## src/hdl/bws_pkg.sv

```systemverilog
package bws_pkg;

  // Width of the order register and of the index field on the result channel
  localparam int unsigned ORD_W = 4;
  localparam int unsigned IDX_W = 3;

  // Order after reset
  localparam logic [ORD_W-1:0] ORDER_RESET = ORD_W'(4);
  localparam logic [ORD_W-1:0] ORDER_MIN   = ORD_W'(2);

endpackage

```

## src/hdl/bws_front.sv

```systemverilog
module bws_front import bws_pkg::*; #(
  parameter int unsigned MAX_ORDER = 8,
  parameter int unsigned FRAC_BITS = 16
) (
  input  logic                 clk,
  input  logic                 rst_n,
  input  logic                 cfg_valid,
  output logic                 cfg_ready,
  input  logic [ORD_W-1:0]     cfg_spline_order,
  input  logic                 in_valid,
  output logic                 in_stall,
  input  logic [FRAC_BITS-1:0] in_frac_coord,
  input  logic                 q_full,
  output logic                 q_push,
  output logic [FRAC_BITS+ORD_W-1:0] q_data
);

  localparam logic [ORD_W-1:0] ORDER_MAX = ORD_W'(MAX_ORDER);

  logic [ORD_W-1:0] order_r;
  logic [ORD_W-1:0] order_eff;

  assign cfg_ready = 1'b1;

  always_ff @(posedge clk) begin
    if (!rst_n) begin
      order_r <= ORDER_RESET;
    end else if (cfg_valid && cfg_ready) begin
      order_r <= cfg_spline_order;
    end
  end

  // clamp order into the supported range
  always_comb begin
    priority if (order_r < ORDER_MIN) begin
      order_eff = ORDER_MIN;
    end else if (order_r > ORDER_MAX) begin
      order_eff = ORDER_MAX;
    end else begin
      order_eff = order_r;
    end
  end

  assign in_stall = q_full;
  assign q_push   = in_valid && !q_full;
  assign q_data   = {order_eff, in_frac_coord};

endmodule

```

## src/hdl/bws_queue.sv

```systemverilog
module bws_queue import bws_pkg::*; #(
  parameter int unsigned W = 20
) (
  input  logic         clk,
  input  logic         rst_n,
  input  logic         push,
  input  logic [W-1:0] push_data,
  output logic         full,
  input  logic         pop,
  output logic         not_empty,
  output logic [W-1:0] pop_data
);

  logic [W-1:0] mem_r [2];
  logic         wr_ptr_r;
  logic         rd_ptr_r;
  logic [1:0]   cnt_r;

  assign full      = (cnt_r == 2'd2);
  assign not_empty = (cnt_r != 2'd0);
  assign pop_data  = mem_r[rd_ptr_r];

  always_ff @(posedge clk) begin
    if (push) begin
      mem_r[wr_ptr_r] <= push_data;
    end
  end

  always_ff @(posedge clk) begin
    if (!rst_n) begin
      wr_ptr_r <= 1'b0;
      rd_ptr_r <= 1'b0;
      cnt_r    <= 2'd0;
    end else begin
      if (push) begin
        wr_ptr_r <= !wr_ptr_r;
      end
      if (pop) begin
        rd_ptr_r <= !rd_ptr_r;
      end
      cnt_r <= cnt_r + 2'(push) - 2'(pop);
    end
  end

endmodule

```

## src/hdl/bws_back.sv

```systemverilog
module bws_back import bws_pkg::*; #(
  parameter int unsigned MAX_ORDER = 8,
  parameter int unsigned FRAC_BITS = 16
) (
  input  logic                 clk,
  input  logic                 rst_n,
  input  logic                 q_not_empty,
  input  logic [FRAC_BITS+ORD_W-1:0] q_data,
  output logic                 q_pop,
  output logic                 out_valid,
  input  logic                 out_stall,
  output logic [IDX_W-1:0]     out_weight_index,
  output logic [FRAC_BITS:0]   out_weight,
  output logic signed [FRAC_BITS+1:0] out_slope,
  output logic                 out_last_of_run
);

  localparam int unsigned F  = FRAC_BITS;
  localparam int unsigned IW = $clog2(MAX_ORDER);
  localparam int unsigned NW = IW + 1;
  localparam int unsigned MW = F + IW;
  localparam int unsigned PW = F + 1 + MW;
  localparam int unsigned XW = PW + 1 - F;
  localparam int unsigned K  = XW;
  localparam logic [F:0]  ONE_Q = {1'b1, {F{1'b0}}};

  typedef enum logic [2:0] {
    S_IDLE, S_LEVEL, S_MUL, S_SHIFT, S_RECIP, S_CORR, S_EMIT
  } state_t;

  state_t             state_r;
  logic [F-1:0]       frac_r;
  logic [ORD_W-1:0]   ord_r;
  logic [NW-1:0]      lvl_r;
  logic [IW-1:0]      pos_r;
  logic [IW-1:0]      k_r;
  logic [F:0]         w_r   [MAX_ORDER];
  logic [F:0]         low_r [MAX_ORDER];
  logic [XW-1:0]      carry_r;
  logic [PW-1:0]      prod_up_r, prod_dn_r;
  logic [XW-1:0]      x_up_r, x_dn_r;
  logic [XW-1:0]      qm_up_r, qm_dn_r;
  logic [F:0]         prev_hi_r;
  logic               out_valid_r;
  logic [IDX_W-1:0]   idx_r;
  logic [F:0]         weight_r;
  logic [F+1:0]       slope_r;
  logic               last_r;

  // reciprocal table: floor(2^K / d) for each divisor d
  logic [K:0] recip [MAX_ORDER];
  assign recip[0] = '0;
  for (genvar j = 1; j < MAX_ORDER; j++) begin : g_recip
    localparam logic [63:0] RV = (64'(1) << K) / 64'(j);
    assign recip[j] = RV[K:0];
  end

  logic [IW-1:0]   d_cur;
  logic [IW-1:0]   rd_idx;
  logic [F:0]      w_rd;
  logic [MW-1:0]   m_up, m_dn;
  logic [PW:0]     bias;
  logic [PW:0]     sum_up_b, sum_dn_b;
  logic [XW+K:0]   rq_up, rq_dn;
  logic [XW-1:0]   rem_up, rem_dn;
  logic [XW-1:0]   up_t, dn_t;
  logic [XW:0]     wsum;
  logic [F:0]      wsat, dsat;
  logic            emit_go;
  logic            emit_fire;
  logic [F:0]      hi_v;

  assign d_cur  = IW'(lvl_r - NW'(1));
  assign rd_idx = (state_r == S_EMIT) ? k_r : pos_r;
  assign w_rd   = w_r[rd_idx];
  assign m_up   = {pos_r, frac_r};
  assign m_dn   = {IW'(d_cur - pos_r), {F{1'b0}}} - MW'(frac_r);
  assign bias   = (PW+1)'(d_cur) << (F - 1);
  assign sum_up_b = {1'b0, prod_up_r} + bias;
  assign sum_dn_b = {1'b0, prod_dn_r} + bias;
  assign rq_up  = (XW+K+1)'(x_up_r) * (XW+K+1)'(recip[d_cur]);
  assign rq_dn  = (XW+K+1)'(x_dn_r) * (XW+K+1)'(recip[d_cur]);
  assign rem_up = x_up_r - XW'(qm_up_r * XW'(d_cur));
  assign rem_dn = x_dn_r - XW'(qm_dn_r * XW'(d_cur));
  assign up_t   = qm_up_r + XW'(rem_up >= XW'(d_cur));
  assign dn_t   = qm_dn_r + XW'(rem_dn >= XW'(d_cur));
  assign wsum   = {1'b0, carry_r} + {1'b0, up_t};
  assign wsat   = (wsum > (XW+1)'(ONE_Q)) ? ONE_Q : wsum[F:0];
  assign dsat   = (dn_t > XW'(ONE_Q)) ? ONE_Q : dn_t[F:0];
  assign emit_go = !out_valid_r || !out_stall;
  assign emit_fire = (state_r == S_EMIT) && emit_go;
  assign hi_v   = ((ORD_W'(k_r) + ORD_W'(1)) < ord_r) ? low_r[k_r] : '0;
  assign q_pop  = (state_r == S_IDLE) && q_not_empty;

  always_ff @(posedge clk) begin
    if (!rst_n) begin
      state_r     <= S_IDLE;
      out_valid_r <= 1'b0;
    end else begin
      // load a new result, or drop the held one once it is taken
      if (emit_fire) begin
        out_valid_r <= 1'b1;
      end else if (!out_stall) begin
        out_valid_r <= 1'b0;
      end
      unique case (state_r)
        S_IDLE: begin
          if (q_not_empty) begin
            frac_r  <= q_data[F-1:0];
            ord_r   <= q_data[F+ORD_W-1:F];
            w_r[0]  <= ONE_Q;
            lvl_r   <= NW'(2);
            state_r <= S_LEVEL;
          end
        end
        S_LEVEL: begin
          if (ORD_W'(lvl_r) == ord_r) begin
            low_r <= w_r;
          end
          pos_r   <= '0;
          carry_r <= '0;
          state_r <= S_MUL;
        end
        S_MUL: begin
          prod_up_r <= PW'(w_rd) * PW'(m_up);
          prod_dn_r <= PW'(w_rd) * PW'(m_dn);
          state_r   <= S_SHIFT;
        end
        S_SHIFT: begin
          x_up_r  <= XW'(sum_up_b >> F);
          x_dn_r  <= XW'(sum_dn_b >> F);
          state_r <= S_RECIP;
        end
        S_RECIP: begin
          qm_up_r <= XW'(rq_up >> K);
          qm_dn_r <= XW'(rq_dn >> K);
          state_r <= S_CORR;
        end
        S_CORR: begin
          w_r[pos_r] <= wsat;
          carry_r    <= dn_t;
          if (NW'(pos_r) == lvl_r - NW'(2)) begin
            w_r[IW'(lvl_r - NW'(1))] <= dsat;
            if (ORD_W'(lvl_r) == ord_r) begin
              k_r       <= '0;
              prev_hi_r <= '0;
              state_r   <= S_EMIT;
            end else begin
              lvl_r   <= lvl_r + NW'(1);
              state_r <= S_LEVEL;
            end
          end else begin
            pos_r   <= pos_r + IW'(1);
            state_r <= S_MUL;
          end
        end
        S_EMIT: begin
          if (emit_go) begin
            idx_r       <= IDX_W'(k_r);
            weight_r    <= w_rd;
            slope_r     <= {1'b0, hi_v} - {1'b0, prev_hi_r};
            last_r      <= (ORD_W'(k_r) + ORD_W'(1) == ord_r);
            prev_hi_r   <= hi_v;
            k_r         <= k_r + IW'(1);
            if (ORD_W'(k_r) + ORD_W'(1) == ord_r) begin
              state_r <= S_IDLE;
            end
          end
        end
        default: state_r <= S_IDLE;
      endcase
    end
  end

  assign out_valid        = out_valid_r;
  assign out_weight_index = idx_r;
  assign out_weight       = weight_r;
  assign out_slope        = $signed(slope_r);
  assign out_last_of_run  = last_r;

endmodule

```

## src/hdl/bspline_weight_and_slope_set_unit.sv

```systemverilog
// Channel   | Handshake          | Payload
// ----------+--------------------+---------------------------------------------
// input     | in_valid/in_stall  | in_frac_coord
// result    | out_valid/out_stall| out_weight_index, out_weight, out_slope,
//           |                    | out_last_of_run
// config    | cfg_valid/cfg_ready| cfg_spline_order
//
// For order N the back end runs each recurrence term through one shared
// pair of multiply / reciprocal-divide paths in four steps, then emits N
// results.
// Reset (synchronous, rst_n low) empties the queue, idles the back end and
// loads order 4. A two-deep queue lets the front accept coordinates while the
// back end works or is held by out_stall; in_stall rises only when it is full.
module bspline_weight_and_slope_set_unit import bws_pkg::*; #(
  parameter int unsigned MAX_ORDER = 8,
  parameter int unsigned FRAC_BITS = 16
) (
  input  logic                 clk,
  input  logic                 rst_n,
  input  logic                 cfg_valid,
  output logic                 cfg_ready,
  input  logic [ORD_W-1:0]     cfg_spline_order,
  input  logic                 in_valid,
  output logic                 in_stall,
  input  logic [FRAC_BITS-1:0] in_frac_coord,
  output logic                 out_valid,
  input  logic                 out_stall,
  output logic [IDX_W-1:0]     out_weight_index,
  output logic [FRAC_BITS:0]   out_weight,
  output logic signed [FRAC_BITS+1:0] out_slope,
  output logic                 out_last_of_run
);

  localparam int unsigned QW = FRAC_BITS + ORD_W;

  logic          q_full, q_push, q_pop, q_not_empty;
  logic [QW-1:0] q_wdata, q_rdata;

  // accept coordinate, clamp order, hand transaction to the queue
  bws_front #(.MAX_ORDER(MAX_ORDER), .FRAC_BITS(FRAC_BITS)) u_front (
    .clk, .rst_n, .cfg_valid, .cfg_ready, .cfg_spline_order,
    .in_valid, .in_stall, .in_frac_coord,
    .q_full, .q_push, .q_data(q_wdata)
  );

  bws_queue #(.W(QW)) u_queue (
    .clk, .rst_n, .push(q_push), .push_data(q_wdata), .full(q_full),
    .pop(q_pop), .not_empty(q_not_empty), .pop_data(q_rdata)
  );

  // build the weights level by level, then stream the run
  bws_back #(.MAX_ORDER(MAX_ORDER), .FRAC_BITS(FRAC_BITS)) u_back (
    .clk, .rst_n, .q_not_empty, .q_data(q_rdata), .q_pop,
    .out_valid, .out_stall, .out_weight_index, .out_weight, .out_slope,
    .out_last_of_run
  );

endmodule

```

## config.mk

```make
export PLATFORM = sky130hd
export DESIGN_NAME = bspline_weight_and_slope_set_unit
export DESIGN_NICKNAME = d
export VERILOG_FILES = /design/src/hdl/bws_pkg.sv /design/src/hdl/bws_front.sv /design/src/hdl/bws_queue.sv /design/src/hdl/bws_back.sv /design/src/hdl/bspline_weight_and_slope_set_unit.sv
export SDC_FILE = /design/constraint.sdc
export NUM_CORES = 2
export LEC_CHECK = 0
export ABC_AREA = 1
export BUFFER_PORTS_ARGS = -buffer_cell sky130_fd_sc_hd__buf_4
export CORE_MARGIN = 2
export CORE_UTILIZATION = 45
export CTS_BUF_LIST = sky130_fd_sc_hd__clkbuf_4
export CTS_CLUSTER_SIZE = 20
export DETAILED_ROUTE_END_ITERATION = 8
export PLACE_DENSITY = 0.72
export SETUP_SLACK_MARGIN = 0.05
export SKIP_LAST_GASP = 1
export SLEW_MARGIN = 20
export SYNTH_ARGS = -nofsm -noshare
export SYNTH_HDL_FRONTEND = slang
export SYNTH_SLANG_ARGS = --single-unit
export TNS_END_PERCENT = 5
```

## constraint.sdc

```tcl
create_clock -name clk -period 15.9 [get_ports clk]
set_input_delay 0.795 -clock clk [delete_from_list [all_inputs] [get_ports clk]]
set_output_delay 0.795 -clock clk [all_outputs]
set_load 0.01 [all_outputs]
```

==> results_dict.tcl <==
set metrics [dict create \
    cts_buffers 147 \
    cts_root_buf "clkbuf_4" \
    route.detailed.drc 0 \
    avgSynthCellArea_um2 8.57 \
    synth_fp_nets 11300 \
    whs_endpoint "u_queue.wr_ptr_r" \
    rr_worst_depth 46 \
    setup_viol 0 \
    drtIter0Drc 6930 \
    fmax_ghz 0.0991 \
    grt_max_degree 81 \
    timing.rr.start "u_back.lvl_r[0]" \
    antenna_found_initial 2 \
    drive_above_1_share 0.0609 \
    cts_tree "built" \
    avgRoutedWirePerCell_um 21.5 \
    hp-class "in -> reg" \
    worstPathArrival_ns 11.09 \
    postRouteAntennaNets 0 \
    drv_cap 0 \
    dr.pass1.iters 7 \
    synth-seq-area-share 0.207 \
    totalWireLength_mm 255 \
    finalClockSkew_ns 0.112 \
    r2r_end "u_back.w_r[24]" \
    final-seq-area_um2 16600 \
    cts_sinks 557 \
    fill_cells 16700 \
    worst_pin_slew_ns 1.11 \
    fp.dieH_um 426 \
    clock_latency_ns 1.20 \
    start_util 0.454 \
    io_buffers 65 \
    dieArea_um2 182000 \
    crit_slowest_cell "buf_4" \
    synth.distinct_cells 64 \
    gp_congestion 1.01 \
    hold_depth 5 \
    ios 67 \
    overflow 0 \
    die_x_um 426 \
    rsz0062_at_grt "false" \
    min_from "in_valid" \
    grt.total_usage 0.281 \
    grt_pass1_vias 67900 \
    clockBufferDepth 3 \
    post-route-period-util 0.635 \
    path_class "reg -> reg" \
    yosys_register_bits 557 \
    period_needed_ns 10.09 \
    cp.required_ns 16.90 \
    multiInputGateArea_um2 54200 \
    status "finished clean" \
    drv_slew 0 \
    dpl.hpwl_mm 196 \
    yosys_warnings 0 \
    htree_levels 4 \
    grt_pass1_wl_mm 390 \
    nets 11300 \
    r2r_slack_ns 5.81 \
    via_per_inst 5.52 \
    final_cells 11900 \
    synth_cells 9361 \
    critPathLaunchType "flop" \
    hold_viol 0 \
    vias 65400 \
    slew_headroom 0.258 \
    core_um2 177000 \
    num_rows 154 \
    setup_tns_ns 0 \
    path_common_cell "nor2_1" \
    cp-end-kind "flop" \
    dp_cells 11600 \
    clkTransAtPathRegs_ns 0.08 \
    syn-cell-area_um2 80200 \
    critPathMaxStageDelay_ns 0.84 \
    crit_fanout 80 \
    area_growth_pct 6.44 \
]
-- layout by cell type, fill, tap and decap left out, types with 12 or more instances in the layout --
cell           instances
a21o_1                22
a21oi_1              417
a21oi_2               84
a221oi_1              14
a31oi_1               38
buf_4                149
clkbuf_4             196
clkinv_1              49
clkinv_2              14
dfxtp_1               12
diode_2               13
dlygate4sd3_1         28
edfxtp_1             545
fa_1                1253
ha_1                 621
inv_1               2158
inv_2                 30
nand2_1             1601
nand3_1              143
nand4_1              166
nand4_4               12
nor2_1              1098
nor2_2                16
nor2_4                12
nor3_1                63
nor4_1                15
o21a_1                21
o21ai_0              272
o221ai_1              68
xnor2_1               57
xor2_1               170
-- kinds of logic after synthesis --
family                     count (synthesis)  share of synthesized area
DFF                                      557                      0.207
other                                      1                  0.0000467
AOI/OAI and AO/OA                       1014                     0.0753
xor gates and xnor gates                 230                     0.0253
buffers and inverters                   2506                      0.119
adders and majority gates               1875                      0.410
and+or+nand+nor                         3178                      0.164
-- metrics by stage --
stage                     setup slack [ns]   util  area, um2  hold WS [ns]
after detailed placement              6.04  0.471      83200         0.460
after global placement                6.14  0.471      83200         0.433
after CTS                             5.93  0.483      85300         0.152
after global routing                  4.84  0.483      85400         0.355
after floorplan                       4.01      -      80200         0.424
final                                 5.81  0.483      85400         0.363
-- Yosys cell counts, drive strengths merged --
library cell	instances	area [um2]
a31oi	38	238
dfxtp	12	240
nand3b	12	103
a311oi	1	8.76
and3	1	6.26
o21bai	10	75.1
o221a	2	22.5
xnor2	57	499
inv	2187	8210
o22ai	5	31.3
o21ai	283	1420
xor2	173	1530
fa	1253	25100
nor3b	5	42.5
clkbuf	185	694
edfxtp	545	16400
a2111oi	4	35.0
a221oi	14	123
clkinv	23	87.6
a41oi	2	17.5
a21o	22	165
o21a	21	158
a21oi	502	2820
o2111ai	1	8.76
conb	1	3.75
nand3	145	736
o211a	1	10.0
or2	6	37.5
nand4	182	1340
a21boi	3	22.5
a22oi	11	82.6
buf	111	566
nor2	1127	4290
nand2	1611	6070
ha	622	7780
o221ai	68	596
o211ai	5	37.5
and2	2	12.5
o311ai	3	26.3
nor3	72	400
nor4	15	93.8
o31ai	10	75.1
a211oi	8	60.1
-- final cells by class --
| class | instances | share of cell area |
|---|---|---|
| inverter | 2210 | 0.0971 |
| tap | 2340 | 0.0343 |
| clock inverter | 58 | 0.00501 |
| sequential | 557 | 0.194 |
| antenna | 13 | 0.000381 |
| multi-input combinational | 6298 | 0.635 |
| clock buffer | 196 | 0.0172 |
| timing repair buffer | 178 | 0.0165 |
-- layer usage --
| metal | up-vias | wire [um] | part of all wire | track usage |
|---|---|---|---|---|
| li1 | 29000 | - | - | - |
| met1 | 32100 | 98200 | 0.39 | 0.362 |
| met2 | 3497 | 117000 | 0.46 | 0.454 |
| met3 | 725 | 26000 | 0.10 | 0.0601 |
| met4 | 0 | 13900 | 0.055 | 0.131 |
| met5 | - | 0 | 0 | 0 |
-- registers in the layout, summed over array words and instances (netlist names), 16 cells and up --
name / flops
u_back.low_r: 136
u_queue.mem_r: 40
u_back.w_r: 136
u_back.out_weight: 17
u_back.qm_dn_r: 21
u_back.frac_r: 16
u_back.x_dn_r: 21
u_back.out_slope: 18
u_back.carry_r: 21
u_back.prev_hi_r: 17
u_back.prod_dn_r: 21
u_back.prod_up_r: 21
u_back.x_up_r: 21
u_back.qm_up_r: 21
-- worst max path at each step --
stage,endpoint,start,slack (ns),cells after the start
floorplan,u_back.low_r[0],u_back.lvl_r[0],4.01,4
global placement,u_back.prod_dn_r[29],u_back.pos_r[0],6.14,28
detailed placement,u_back.w_r[126],u_back.lvl_r[0],6.04,46
CTS,u_back.w_r[126],u_back.lvl_r[0],5.93,46
global route,u_back.w_r[1],u_back.lvl_r[0],4.84,45
finish,u_back.w_r[24],u_back.lvl_r[0],5.81,46
-- critical path, delay by kind of cell (launching register included) --
family,cells,cell delay (ns)
fa+ha+maj,6,2.30
flops,1,0.42
simple gates,24,3.75
compound gates,3,0.59
xor+xnor,2,0.26
buf+inv,11,2.53
-- repair_timing --
action / CTS / global route
hold buffers: 28 / 0
endpoints found under the hold margin: 42 / 0
resized for setup: 0 / 0
setup buffers: 0 / 0
Power is not shown: default switching activity piles up to over one toggle a cycle in this logic, so the estimate is an artifact.
